**src/sv/assert_macros.svh**
```systemverilog
// ----------------------------------------------------------------------------
// Assertion macros
// Shared concurrent assertion wrappers on clk and rst_n.
// ----------------------------------------------------------------------------
`ifndef ASSERT_MACROS_SVH
`define ASSERT_MACROS_SVH

// Check a property at every rising edge of clk outside reset.
`define ASSERT_CLK(label, prop, msg) \
    label: assert property (@(posedge clk) disable iff (!rst_n) (prop)) \
        else $error(msg);

// Check that an expression never holds outside reset.
`define ASSERT_NEVER(label, expr, msg) \
    label: assert property (@(posedge clk) disable iff (!rst_n) !(expr)) \
        else $error(msg);

`endif

```
**src/sv/spk_pkg.sv**
```systemverilog
// ----------------------------------------------------------------------------
// Spectrum peak picker package
// Sizes, levels and the peak table types shared by the picker modules.
// ----------------------------------------------------------------------------
package spk_pkg;

    localparam int NUM_BINS  = 512;
    localparam int NUM_PEAKS = 5;

    localparam int LEVEL_W   = 16;
    localparam int BIN_W     = 9;
    localparam int WIDTH_W   = 16;
    localparam int FREQ_W    = 25;
    localparam int RANK_W    = 4;

    localparam int BIN_CNT_W = $clog2(NUM_BINS);
    localparam int RANK_CNT_W = (NUM_PEAKS > 1) ? $clog2(NUM_PEAKS) : 1;

    localparam logic signed [LEVEL_W-1:0] LEVEL_FLOOR = -16'sd25600;
    localparam logic signed [LEVEL_W-1:0] LEVEL_VALID = -16'sd25472;
    localparam logic [WIDTH_W-1:0]        BIN_WIDTH_RESET = 16'd1000;

    typedef struct packed {
        logic signed [LEVEL_W-1:0] level;
        logic [BIN_W-1:0]          bin;
    } peak_t;

    typedef peak_t [NUM_PEAKS-1:0] table_t;

    typedef struct packed {
        logic full;
        logic empty;
    } q_status_t;

    function automatic table_t empty_table();
        table_t t;
        for (int p = 0; p < NUM_PEAKS; p++)
        begin
            t[p].level = LEVEL_FLOOR;
            t[p].bin   = '0;
        end
        return t;
    endfunction

endpackage

```
**src/sv/spectrum_top_k_peak_picker.sv**
```systemverilog
// ----------------------------------------------------------------------------
// Spectrum top-k peak picker: one bin accepted per cycle unless in_stall;
// the frame's NUM_PEAKS entries follow its last bin, one per cycle unless
// out_stall. Input stalls only while two finished tables wait for the output
// port. Reset clears table, counters and queue; bin_width resets to 1000.
// ----------------------------------------------------------------------------
`include "assert_macros.svh"

module spectrum_top_k_peak_picker
    import spk_pkg::*;
(
    input  logic                      clk,
    input  logic                      rst_n,
    input  logic                      cfg_wr_en,
    input  logic [WIDTH_W-1:0]        cfg_wr_data,
    input  logic                      in_valid,
    output logic                      in_stall,
    input  logic signed [LEVEL_W-1:0] magnitude_db,
    input  logic                      frame_end,
    output logic                      out_valid,
    input  logic                      out_stall,
    output logic [RANK_W-1:0]         peak_rank,
    output logic [BIN_W-1:0]          peak_bin,
    output logic signed [LEVEL_W-1:0] peak_level,
    output logic [FREQ_W-1:0]         peak_frequency,
    output logic                      peak_valid,
    output logic                      last_peak
);

    logic [WIDTH_W-1:0] bin_width_reg;
    q_status_t          q_status;
    logic               q_push;
    logic               q_pop;
    table_t             q_push_data;
    table_t             q_pop_data;

    always_ff @(posedge clk or negedge rst_n)
    begin
        if (!rst_n)
            bin_width_reg <= BIN_WIDTH_RESET;
        else if (cfg_wr_en)
            bin_width_reg <= cfg_wr_data;
    end

    spk_front u_front (
        .clk          (clk),
        .rst_n        (rst_n),
        .in_valid     (in_valid),
        .in_stall     (in_stall),
        .magnitude_db (magnitude_db),
        .frame_end    (frame_end),
        .q_status     (q_status),
        .q_push       (q_push),
        .q_data       (q_push_data)
    );

    spk_queue u_queue (
        .clk       (clk),
        .rst_n     (rst_n),
        .push      (q_push),
        .push_data (q_push_data),
        .pop       (q_pop),
        .pop_data  (q_pop_data),
        .status    (q_status)
    );

    spk_back u_back (
        .clk            (clk),
        .rst_n          (rst_n),
        .bin_width      (bin_width_reg),
        .q_status       (q_status),
        .q_data         (q_pop_data),
        .q_pop          (q_pop),
        .out_valid      (out_valid),
        .out_stall      (out_stall),
        .peak_rank      (peak_rank),
        .peak_bin       (peak_bin),
        .peak_level     (peak_level),
        .peak_frequency (peak_frequency),
        .peak_valid     (peak_valid),
        .last_peak      (last_peak)
    );

    `ASSERT_NEVER(a_push_full, q_push && q_status.full, "table pushed into full queue")
    `ASSERT_NEVER(a_pop_empty, q_pop && q_status.empty, "table popped from empty queue")
    `ASSERT_CLK(a_frame_queued, q_push |=> !q_status.empty, "finished table not queued")

endmodule

```
**src/sv/spk_front.sv**
```systemverilog
// ----------------------------------------------------------------------------
// Peak picker front end
// Accept bins, detect local maxima and keep the sorted table of strongest
// peaks; push the finished table on the last bin of a frame.
// ----------------------------------------------------------------------------
module spk_front
    import spk_pkg::*;
(
    input  logic                      clk,
    input  logic                      rst_n,
    input  logic                      in_valid,
    output logic                      in_stall,
    input  logic signed [LEVEL_W-1:0] magnitude_db,
    input  logic                      frame_end,
    input  q_status_t                 q_status,
    output logic                      q_push,
    output table_t                    q_data
);

    logic signed [LEVEL_W-1:0] older_reg, older_next;
    logic signed [LEVEL_W-1:0] newer_reg, newer_next;
    logic [BIN_CNT_W-1:0]      count_reg, count_next;
    table_t                    table_reg, table_next;
    table_t                    table_ins;
    logic [NUM_PEAKS-1:0]      gt;
    logic                      cand;
    logic                      accept;
    logic [BIN_CNT_W-1:0]      cand_bin;
    peak_t                     new_peak;

    assign in_stall = q_status.full;
    assign accept   = in_valid && !in_stall;
    assign cand_bin = count_reg - BIN_CNT_W'(1);

    always_comb
    begin
        cand = (count_reg >= BIN_CNT_W'(2)) && (newer_reg > older_reg)
            && (newer_reg > magnitude_db);
        new_peak.level = newer_reg;
        new_peak.bin   = BIN_W'(32'(cand_bin));
        for (int p = 0; p < NUM_PEAKS; p++)
            gt[p] = cand && (newer_reg > table_reg[p].level);
        table_ins[0] = gt[0] ? new_peak : table_reg[0];
        for (int p = 1; p < NUM_PEAKS; p++)
        begin
            if (gt[p] && !gt[p-1])
                table_ins[p] = new_peak;
            else if (gt[p])
                table_ins[p] = table_reg[p-1];
            else
                table_ins[p] = table_reg[p];
        end
    end

    always_comb
    begin
        older_next = older_reg;
        newer_next = newer_reg;
        count_next = count_reg;
        table_next = table_reg;
        q_push     = 1'b0;
        q_data     = table_ins;
        if (accept)
        begin
            if (frame_end)
            begin
                q_push     = 1'b1;
                older_next = '0;
                newer_next = '0;
                count_next = '0;
                table_next = empty_table();
            end
            else
            begin
                older_next = newer_reg;
                newer_next = magnitude_db;
                table_next = table_ins;
                if (count_reg < BIN_CNT_W'(NUM_BINS - 1))
                    count_next = count_reg + BIN_CNT_W'(1);
            end
        end
    end

    always_ff @(posedge clk or negedge rst_n)
    begin
        if (!rst_n)
        begin
            older_reg <= '0;
            newer_reg <= '0;
            count_reg <= '0;
            table_reg <= empty_table();
        end
        else
        begin
            older_reg <= older_next;
            newer_reg <= newer_next;
            count_reg <= count_next;
            table_reg <= table_next;
        end
    end

endmodule

```
**src/sv/spk_queue.sv**
```systemverilog
// ----------------------------------------------------------------------------
// Peak table queue
// Two-entry queue of finished peak tables between front and back end.
// ----------------------------------------------------------------------------
module spk_queue
    import spk_pkg::*;
(
    input  logic      clk,
    input  logic      rst_n,
    input  logic      push,
    input  table_t    push_data,
    input  logic      pop,
    output table_t    pop_data,
    output q_status_t status
);

    table_t     entry_reg [2];
    logic       wr_ptr_reg;
    logic       rd_ptr_reg;
    logic [1:0] count_reg, count_next;

    assign status.full  = (count_reg == 2'd2);
    assign status.empty = (count_reg == 2'd0);
    assign pop_data     = entry_reg[rd_ptr_reg];

    always_comb
    begin
        count_next = count_reg;
        if (push && !pop)
            count_next = count_reg + 2'd1;
        else if (pop && !push)
            count_next = count_reg - 2'd1;
    end

    always_ff @(posedge clk)
    begin
        if (push)
            entry_reg[wr_ptr_reg] <= push_data;
    end

    always_ff @(posedge clk or negedge rst_n)
    begin
        if (!rst_n)
        begin
            wr_ptr_reg <= 1'b0;
            rd_ptr_reg <= 1'b0;
            count_reg  <= '0;
        end
        else
        begin
            if (push)
                wr_ptr_reg <= !wr_ptr_reg;
            if (pop)
                rd_ptr_reg <= !rd_ptr_reg;
            count_reg <= count_next;
        end
    end

endmodule

```
**src/sv/spk_back.sv**
```systemverilog
// ----------------------------------------------------------------------------
// Peak picker back end
// Take one finished table at a time and emit its entries in rank order
// with frequency and valid flag through an output register.
// ----------------------------------------------------------------------------
module spk_back
    import spk_pkg::*;
(
    input  logic                      clk,
    input  logic                      rst_n,
    input  logic [WIDTH_W-1:0]        bin_width,
    input  q_status_t                 q_status,
    input  table_t                    q_data,
    output logic                      q_pop,
    output logic                      out_valid,
    input  logic                      out_stall,
    output logic [RANK_W-1:0]         peak_rank,
    output logic [BIN_W-1:0]          peak_bin,
    output logic signed [LEVEL_W-1:0] peak_level,
    output logic [FREQ_W-1:0]         peak_frequency,
    output logic                      peak_valid,
    output logic                      last_peak
);

    table_t                    snap_reg;
    logic [RANK_CNT_W-1:0]     rank_reg;
    logic                      busy_reg;
    logic                      out_valid_reg;
    logic [RANK_W-1:0]         rank_out_reg;
    logic [BIN_W-1:0]          bin_out_reg;
    logic signed [LEVEL_W-1:0] level_out_reg;
    logic [FREQ_W-1:0]         freq_out_reg;
    logic                      valid_out_reg;
    logic                      last_out_reg;

    peak_t                     cur;
    logic                      out_adv;
    logic                      emit;
    logic                      last_rank;
    logic                      cur_valid;
    logic [FREQ_W-1:0]         product;

    assign cur       = snap_reg[rank_reg];
    assign out_adv   = !out_valid_reg || !out_stall;
    assign emit      = busy_reg && out_adv;
    assign last_rank = (rank_reg == RANK_CNT_W'(NUM_PEAKS - 1));
    assign q_pop     = !q_status.empty && (!busy_reg || (emit && last_rank));
    assign cur_valid = cur.level > LEVEL_VALID;
    assign product   = FREQ_W'(cur.bin) * FREQ_W'(bin_width);

    always_ff @(posedge clk or negedge rst_n)
    begin
        if (!rst_n)
        begin
            busy_reg      <= 1'b0;
            rank_reg      <= '0;
            out_valid_reg <= 1'b0;
        end
        else
        begin
            if (q_pop)
            begin
                busy_reg <= 1'b1;
                rank_reg <= '0;
            end
            else if (emit)
            begin
                if (last_rank)
                    busy_reg <= 1'b0;
                else
                    rank_reg <= rank_reg + RANK_CNT_W'(1);
            end
            if (out_adv)
                out_valid_reg <= emit;
        end
    end

    always_ff @(posedge clk)
    begin
        if (q_pop)
            snap_reg <= q_data;
        if (emit)
        begin
            rank_out_reg  <= RANK_W'(rank_reg);
            bin_out_reg   <= cur.bin;
            level_out_reg <= cur.level;
            freq_out_reg  <= cur_valid ? product : '0;
            valid_out_reg <= cur_valid;
            last_out_reg  <= last_rank;
        end
    end

    assign out_valid      = out_valid_reg;
    assign peak_rank      = rank_out_reg;
    assign peak_bin       = bin_out_reg;
    assign peak_level     = level_out_reg;
    assign peak_frequency = freq_out_reg;
    assign peak_valid     = valid_out_reg;
    assign last_peak      = last_out_reg;

endmodule
```
**config.mk**
```make
export PLATFORM = sky130hd
export DESIGN_NAME = spectrum_top_k_peak_picker
export DESIGN_NICKNAME = d
export VERILOG_FILES = /design/src/sv/spk_pkg.sv /design/src/sv/spectrum_top_k_peak_picker.sv /design/src/sv/spk_front.sv /design/src/sv/spk_queue.sv /design/src/sv/spk_back.sv
export VERILOG_INCLUDE_DIRS = /design/src /design/src/sv
export SDC_FILE = /design/constraint.sdc
export NUM_CORES = 1
export LEC_CHECK = 0
export BUFFER_PORTS_ARGS = -buffer_cell sky130_fd_sc_hd__buf_4
export CORE_MARGIN = 4
export CORE_UTILIZATION = 50
export DETAILED_ROUTE_END_ITERATION = 7
export GPL_ROUTABILITY_DRIVEN = 0
export PLACE_DENSITY_LB_ADDON = 0.1
export SLEW_MARGIN = 20
export SYNTH_ARGS = -nofsm -noshare
export SYNTH_HDL_FRONTEND = slang
export SYNTH_SLANG_ARGS = --single-unit
export TNS_END_PERCENT = 50
```
**constraint.sdc**
```tcl
create_clock -name clk -period 6.6 [get_ports clk]
set_input_delay 0.66 -clock clk [delete_from_list [all_inputs] [get_ports clk]]
set_output_delay 0.66 -clock clk [all_outputs]
set_load 0.05 [all_outputs]
```
# Word level (Yosys, flattened, before mapping)
# Memory sizes are Yosys's and may differ from the RTL's. A register that Yosys moved wholly into a read port is not among the register bits.
# Index checks and enable logic that the tools add are counted.
totals:
  out_inout_bits: 58
  elab_cells: 115
  regBits: 246
  in_bits: 38
  n_memories: 1
  mem_bits_rw: 250
op_classes:
  n_reduce_logical: 40
  order_cmp: 11
  n_eq_ne: 3
  n_addsub: 5
  mul: 1
  n_mux: 28
mem_list:
  columns: ["name", "words", "width", "rd", "rd_clocked_by_memory_dff", "wr", "line", "text"]
  rows:
  - ["u_queue.entry_reg", 2, 125, 1, 1, 1, "spk_queue.sv:17", "table_t entry_reg [2];"]
ops:
  columns: ["op", "n"]
  rows:
  - ["two-way mux 25 bit", 10]
  - ["two-way mux 125 bit", 1]
  - ["greater-than comparator 16 bit", 7]
  - ["binary-select mux 25 bit (select 3 bit)", 1]
  - ["two-way mux 16 bit", 2]
  - ["multiplier 9 x 16 -> 25 bit", 1]
  - ["two-way mux 9 bit", 2]
  - ["logical AND 1 bit", 17]
  - ["greater-than comparator 16 bit, second input constant", 1]
  - ["zero test 1 bit", 13]
  - ["adder 9 x 1 -> 9 bit, second input constant", 1]
  - [">= comparator 9 x 2 -> 1 bit, second input constant", 1]
  - ["< comparator 9 bit, second input constant", 1]
  - ["two-way mux 3 bit", 3]
  - ["subtractor 9 x 1 -> 9 bit, second input constant", 1]
  - ["nonzero test 2 bit", 4]
  - ["two-way mux 1 bit", 7]
  - ["AND reduction 2 bit", 3]
  - ["< comparator 3 x 4 -> 1 bit, second input constant", 1]
  - ["two-way mux 2 bit", 2]
  - ["adder 3 x 1 -> 3 bit, second input constant", 1]
  - ["equality test 3 bit, second input constant", 1]
  - ["adder 2 x 1 -> 2 bit, second input constant", 1]
  - ["equality test 2 bit, second input constant", 1]
  - ["other kinds (4)", 5]

# Logic depth before layout (Yosys ltp)
# Gate-level depths: netlist (run 1).
logic_depth:
  word_depth: 9
  mapped_depth: 25
  depth_no_buf: 21

# By module
# From an unflattened synthesis (run 1), not the netlist that was laid out.
hier_totals:
  cells_unflattened: 2758
  area_unflattened_um2: 33458.3
by_module_without_submodules:
  columns: ["mod", "cells_each", "seq_area_each_um2", "area_per_inst_um2", "instances"]
  rows:
  - ["spk_back", 979, 5530.3, 11808.8, 1]
  - ["spk_front", 1340, 4179.0, 11633.7, 1]
  - ["spk_queue", 405, 7607.3, 9359.0, 1]
  - ["spectrum_top_k_peak_picker", 34, 407.9, 656.9, 1]

# Worst setup path after synthesis (run 1)
# Ideal clock, no wire load.
synth_path:
  path_type: "input to register"
  from: "input port frame_end"
  to: "memory u_queue.entry_reg[0][0] (netlist name) (enable)"
  setup_time_ps: 611
  setup_slack_ps: -527
  stages: 4
  path_buffers: 2
  arrival_ps: 6516
  cell_sequence: "clkbuf_1 clkbuf_1 nand2_1 nor2_1"
synth_between:
  elab_chain_cells: 4
synth_lines:
  columns: ["element", "line", "text"]
  rows:
  - ["start, declared", "spectrum_top_k_peak_picker.sv:19", "input logic frame_end,"]
  - ["two-way mux 1 bit", "spk_front.sv:65", "if (frame_end)"]
  - ["two-way mux 1 bit", "spk_front.sv:63", "if (accept)"]
  - ["two-way mux 1 bit", "spk_queue.sv:37", "if (push)"]
  - ["two-way mux 1 bit (implied by the code)", "spk_queue.sv:38", "entry_reg[wr_ptr_reg] <= push_data;"]
  - ["end, declared", "spk_queue.sv:17", null]
# No other way between the ends.

# Final worst setup path (run 1)
layout_path:
  from: "register u_back.rank_reg[1]"
  to: "register u_back.freq_out_reg[18], in the netlist u_back.peak_frequency[18] (data pin)"
layout_between:
  elab_chain_cells: 3
  elab_cells_between_ends: 4
  classes_between: "mul: 1; order compare: 1; mux: 2"
layout_lines:
  columns: ["element", "line", "text"]
  rows:
  - ["start, declared", "spk_back.sv:26", "logic [RANK_CNT_W-1:0] rank_reg;"]
  - ["start signal, assigned", "spk_back.sv:71", "rank_reg <= rank_reg + RANK_CNT_W'(1);"]
  - ["binary-select mux 25 bit (select 3 bit) *", "spk_back.sv:43", "assign cur = snap_reg[rank_reg];"]
  - ["two-way mux 25 bit (implied by the code) *", "spk_back.sv:43", null]
  - ["multiplier 9 x 16 -> 25 bit / greater-than comparator 16 bit (equally long branches)", "spk_back.sv:49, spk_back.sv:48", null]
  - ["end signal, assigned", "spk_back.sv:87", "freq_out_reg <= cur_valid ? product : '0;"]
  - ["end, declared", "spk_back.sv:32", "logic [FREQ_W-1:0] freq_out_reg;"]
# Every way passes the cells marked *; elsewhere a longest branch is shown, timed or not. The select of a mux whose other input is x is not followed.
# A chain may end at the register's enable or synchronous reset.

==> results of run 1 <==
[path summary, 6_finish.rpt]
path                                                                end  slack (ns)  cells after the start
worst max-delay path            u_back.peak_frequency[18]$_SDFFCE_PN0P_        0.44                     19
worst min-delay path                       u_back.out_valid$_DFFE_PN0P_        0.09                      1
worst max register to register  u_back.peak_frequency[18]$_SDFFCE_PN0P_        0.44                     19
worst min register to register       u_front.table_reg[120]$_DFFE_PN1P_        0.50                      2
max in group asynchronous              u_front.table_reg[4]$_DFFE_PN0P_        5.10                      2
min in group clk                           bin_width_reg[3]$_DFFE_PN1P_        0.27                      2
[area by class of cell]
| cell class | count | area, um^2 |
|---|---|---|
| Antenna cell | 1 | 2.50 |
| Clock buffer | 93 | 1850 |
| Clock inverter | 37 | 375 |
| Fill cell | 5436 | 28900 |
| Inverter | 281 | 1060 |
| Multi-Input combinational cell | 1639 | 13800 |
| Sequential cell | 621 | 17700 |
| Tap cell | 864 | 1080 |
| Timing Repair Buffer | 139 | 1050 |
[cells in the mapped netlist, drive strengths merged (13+ instances only)]
library cell  number
o221ai            37
xnor2             15
dfrtp            165
nand4             22
ha               163
clkbuf            86
o311ai            13
a22oi             18
mux2             185
dfstp             26
o31ai             18
a221o             22
a21oi             63
nor2              78
a21o              19
mux4              25
nor2b             98
fa                99
inv              279
nand2            277
o21ai            124
nor3              34
a22o              43
mux2i             39
buf               66
and3              20
xor2              19
nand3             45
edfxtp           430
[per-stage QoR]
stage	std cells	setup WS (ns)
CTS	3674	0.374
global placement	3544	0.488
global route	3674	0.00337
detailed placement	3544	0.404
finish	3675	0.439
floorplan	2693	0.0516
[per-layer routing]
| metal | up-vias | part of all wire |
|---|---|---|
| li1 | 9852 | - |
| met3 | 120 | 0.080 |
| met1 | 10800 | 0.45 |
| met5 | - | 0 |
| met4 | 0 | 0.022 |
| met2 | 773 | 0.44 |
[kinds of logic (layout without fill, tap and decap cells)]
family | Yosys count | after routing
and+or+nand+nor | 617 | 617
AOI/OAI and AO/OA | 476 | 476
muxes | 249 | 249
xor gates and xnor gates | 34 | 34
DFF | 621 | 621
other | 1 | 2
adders and majority gates | 262 | 262
buffers and inverters | 433 | 550
==> metrics.md, run 1 <==
| Metric | Value |
|---|---|
| Req. time, crit path | 6.93 ns |
| Worst hold margin | 0.0920 ns |
| DIE HEIGHT | 266 um |
| #FFs+latches synth | 621 |
| Worst slew pin tran | 1.10 ns |
| Compound-Gate Fraction of Synth Area | 0.102 |
| Slew headroom | 0.264 |
| Post-synth EDFFs | 430 |
| Final setup viols | 0 |
| Min Tclk post-route | 6.16 ns |
| Max-Cap Viols | 0 |
| Largest net degree at the start of global routing | 99 |
| Total grt overflow | 0 |
| H-tree Lvls | 3 |
| Nets@finish | 3052 |
| Outcome | complete, no violations |
| DR WL/cell | 23.0 um |
| Multiplexer share of the synthesized area | 0.0921 |
| Final TNS setup | 0 ns |
| Most Crowded Layer GR | met2 |
| Warnings from Yosys | 0 |
| Avg Cell Area, Syn | 12.3 um^2 |
| Simple-Gate Fraction of Synth Area | 0.0899 |
| DP HPWL | 58400 um |
| Largest area contributor in the netlist | edfxtp_1 |
| Post-Synth XOR/XNOR Area | 0.00896 |
| Synth top area share | 0.389 |
| WS Path Type | reg -> reg |
| Initial antenna violation count | 2 |
| Cell Area, Placed | 0.0347 mm^2 |
| Fin util | 0.561 |
| Path type of the worst min-delay path | in -> async |
| Met2 GRT Util | 0.361 |
| Routed Wire Length | 84700 um |
| CP cell instances | nor3b_4 > a22o_1 > nand2_1 > fa_1 > inv_1 > fa_1 > inv_1 > fa_1 > fa_1 > inv_1 > ha_1 > o21a_1 > o31a_1 > o31a_1 > o21ai_0 > nand2_1 > a311oi_1 > mux2i_1 > a31oi_1 |
| Syn nets | 2993 |
| Postcts setup bufs | 0 |
| Commonest non-fill, non-tap cell in the layout | edfxtp_1 |
| Design area | 0.0370 mm^2 |
| Die Width | 266 um |
| Routed Antenna Nets | 0 |
| I/O Pins | 96 |
| Clock transition at the registers of the reported paths | 0.06 ns |
| CP startpoint | u_back.rank_reg[1]$_DFFE_PN0P_ |
| Via/cell ratio | 5.87 |
| Most frequent cells in the layout | edfxtp_1 (430), inv_1 (278), nand2_1 (276) |
| Num CTS Buffers | 70 |
| CTS Sinks | 621 |
| Layout cells sized above 1 | 0.182 |
| CP Buf/Inv Count | 3 |
| Hold Vio Cnt, Final | 0 |
| Worst skew pair latency | 0.62 ns |
| Max reg flops | 250 |
| Starting Density | 0.504 |
| Synth Area in Adders | 0.121 |
| M3 GR Usage | 0.0489 |
| Synth Cell Area | 0.0332 mm^2 |
| # rows | 94 |
| Iter 0 DRT Violations | 2055 |
| Placeable core region | 0.0659 mm^2 |
| Worst path slowest cell | dfrtp_1 |
| Crit. End Element | flop |
| Clock skew | 0.0246 ns |
| First-pass GRT wire length | 131000 um |
| Max Slew Vio Count | 0 |
| RSZ-0062 raised after global routing | no |
| CTS tree | yes |
| Crit-path most repeated cell | fa_1 |
| Synth unique cells | 85 |
| DRC | 0 |
| 1st-pass router iterations | 5 |
| FF-to-FF Start | u_back.rank_reg[1]$_DFFE_PN0P_ |
| Async SR Flop Fraction | 0.308 |
| Crit path max fanout | 11 |
| P&R area growth vs syn | 11.3% |
| Combinational family with the most area after synthesis | adder cells |
| Fmax | 0.162 GHz |
| Slowest stage delay, CP | 0.56 ns |
| Period utilisation layout | 0.934 |
| Ranking of synthesized cells by area | edfxtp_1 (39%), dfrtp_1 (12%), mux2_2 (6.2%), ha_1 (6.1%), fa_1 (6.0%) |
| Setup crit start kind | flop |
| Worst Path Arrival | 6.49 ns |
| Met1 GRT Util | 0.361 |
| Die area | 0.0706 mm^2 |
| Hold buffers post-CTS | 0 |
| Post-cts sizing count | 0 |
| Commonest register cell after synthesis | edfxtp_1 |
| Vias in the first global route | 21900 |
| Clock Tree Root | clkbuf_16 |
| Routed via count | 21600 |
| Total Routing Usage GR | 0.241 |
| Port bufs | 94 |
| Sequential area share after synthesis | 0.534 |
| Delay-heaviest family, CP | adder cells |
| Clock tree buffer depth | 3 |
| Syn Inst Count | 2693 |
Power of run 1 is left out: the tool's default activity adds up to more than one toggle a clock period on the data nets, which glitch-free logic cannot reach.
==> run 2, diff against run 1 <==
--- a/config.mk
+++ b/config.mk
@@ -12,6 +12,7 @@
 export DETAILED_ROUTE_END_ITERATION = 7
 export GPL_ROUTABILITY_DRIVEN = 0
 export PLACE_DENSITY_LB_ADDON = 0.1
+export RECOVER_POWER = 50
 export SLEW_MARGIN = 20
 export SYNTH_ARGS = -nofsm -noshare
 export SYNTH_HDL_FRONTEND = slang
==> metrics.md, run 2 (same netlist as run 1, synthesis figures left out) <==
| Metric | Value |
|---|---|
| Num CTS Buffers | 70 |
| Hold buffers post-CTS | 0 |
| H-tree Lvls | 3 |
| WS Path Type | reg -> reg |
| Max reg flops | 250 |
| 1st-pass router iterations | 6 |
| Largest net degree at the start of global routing | 99 |
| Fmax | 0.162 GHz |
| Period utilisation layout | 0.935 |
| Clock Tree Root | clkbuf_16 |
| Crit. End Element | flop |
| Routed via count | 21500 |
| Total Routing Usage GR | 0.241 |
| Final TNS setup | 0 ns |
| Path type of the worst min-delay path | in -> async |
| CTS Sinks | 621 |
| Failing checks | max-capacitance violations, max-slew violations |
| Vias in the first global route | 21900 |
| I/O Pins | 96 |
| Max Slew Vio Count | 501 |
| Worst skew pair latency | 0.62 ns |
| Iter 0 DRT Violations | 1936 |
| DIE HEIGHT | 266 um |
| Placed insts | 3544 |
| CTS tree | yes |
| Slowest stage delay, CP | 0.56 ns |
| Clock tree buffer depth | 3 |
| P&R area growth vs syn | 10.5% |
| Initial antenna violation count | 2 |
| First-pass GRT wire length | 131000 um |
| Min Tclk post-route | 6.17 ns |
| Outcome | finished with violations |
| Final setup viols | 0 |
| Crit-path most repeated cell | fa_1 |
| Fin util | 0.557 |
| Crit path max fanout | 11 |
| DR WL/cell | 23.1 um |
| Via/cell ratio | 5.86 |
| Hold Vio Cnt, Final | 0 |
| Placeable core region | 0.0659 mm^2 |
| DRC | 0 |
| Most frequent cells in the layout | edfxtp_1 (430), inv_1 (278), nand2_1 (276) |
| Slew headroom | -1.61 |
| Worst Path Arrival | 6.50 ns |
| Routed Antenna Nets | 0 |
| Worst path slowest cell | dfrtp_1 |
| RSZ-0062 raised after global routing | no |
| Worst slew pin tran | 3.91 ns |
| CP cell instances | nor3b_4 > a22o_1 > nand2_1 > fa_1 > inv_1 > fa_1 > inv_1 > fa_1 > fa_1 > inv_1 > ha_1 > o21a_1 > o31a_1 > o31a_1 > o21ai_0 > nand2_1 > a311oi_1 > mux2i_1 > a31oi_1 |
| Die Width | 266 um |
| Commonest non-fill, non-tap cell in the layout | edfxtp_1 |
| # rows | 94 |
| Clock transition at the registers of the reported paths | 0.06 ns |
| Layout cells sized above 1 | 0.146 |
| Setup crit start kind | flop |
| Postcts setup bufs | 0 |
| Starting Density | 0.504 |
| Non-filler instance count after layout | 3675 |
| DP HPWL | 58400 um |
| Nets@finish | 3052 |
| Routed Wire Length | 84900 um |
| Total grt overflow | 0 |
| Port bufs | 94 |
| Max-Cap Viols | 11 |
| Worst hold margin | 0.0970 ns |
| Clock skew | 0.0236 ns |
| Req. time, crit path | 6.93 ns |
| Die area | 0.0706 mm^2 |
==> run 2: cell types whose count changed in the layout (fill, tap and decap cells not counted), moves of 3 or more <==
cell      delta
clkbuf_2     +3
mux2_1      +28
mux2_2      -28
clkbuf_1    +65
dfstp_1      +5
dfstp_2      -5
buf_4       -68
==> run 2: worst paths after layout <==
| path | from | to | slack [ns] | cells past startpoint |
|---|---|---|---|---|
| min in group clk | cfg_wr_data[4] | bin_width_reg[4]$_DFFE_PN0P_ | 0.28 | 2 |
| min | rst_n | u_back.out_valid$_DFFE_PN0P_ | 0.1 | 1 |
| min reg2reg | u_front.table_reg[120]$_DFFE_PN1P_ | u_front.table_reg[120]$_DFFE_PN1P_ | 0.50 | 2 |
| max | u_back.rank_reg[1]$_DFFE_PN0P_ | u_back.peak_frequency[18]$_SDFFCE_PN0P_ | 0.43 | 19 |
| max in group asynchronous | rst_n | u_front.table_reg[31]$_DFFE_PN0P_ | 3.05 | 2 |
| max reg2reg | u_back.rank_reg[1]$_DFFE_PN0P_ | u_back.peak_frequency[18]$_SDFFCE_PN0P_ | 0.43 | 19 |
==> run 2: cell type report <==
class                           count  area, um^2
Sequential cell                   621       17700
Antenna cell                        1        2.50
Tap cell                          864        1080
Fill cell                        5527       29100
Clock buffer                       93        1850
Inverter                          281        1060
Multi-Input combinational cell   1639       13800
Clock inverter                     37         375
Timing Repair Buffer              139         798
==> run 2: per-layer routing <==
metal	part of all wire	routed length, um	GRT usage	up-vias
li1	-	-	-	9848
met1	0.46	38800	0.361	10800
met2	0.44	37500	0.361	777
met3	0.078	6640	0.0489	122
met4	0.022	1890	0.0692	0
met5	0	0	0	-
==> run 2: per-stage QoR <==
| step | setup WS [ns] | area [um^2] |
|---|---|---|
| final | 0.429 | 36700 |
| after global routing | 0.00523 | 36700 |
| after CTS | 0.374 | 37000 |
| after detailed placement | 0.404 | 34700 |
| after global placement | 0.488 | 34700 |
| after floorplan | 0.0516 | 33200 |
==> run 2: repair_timing <==
action,4_1_cts,5_1_grt
setup endpoints to repair,0,2
resized for setup,0,1
hold endpoints to repair,0,0
==> run 2: worst max-delay path, delay by kind of cell (launching register included) <==
kind	cells	cell delay [ns]
fa+ha+maj	5	2.42
flops	1	0.56
buf+inv	3	0.16
simple gates	3	0.73
mux	1	0.24
compound gates	7	1.75
Power of run 2 is left out for the same reason.
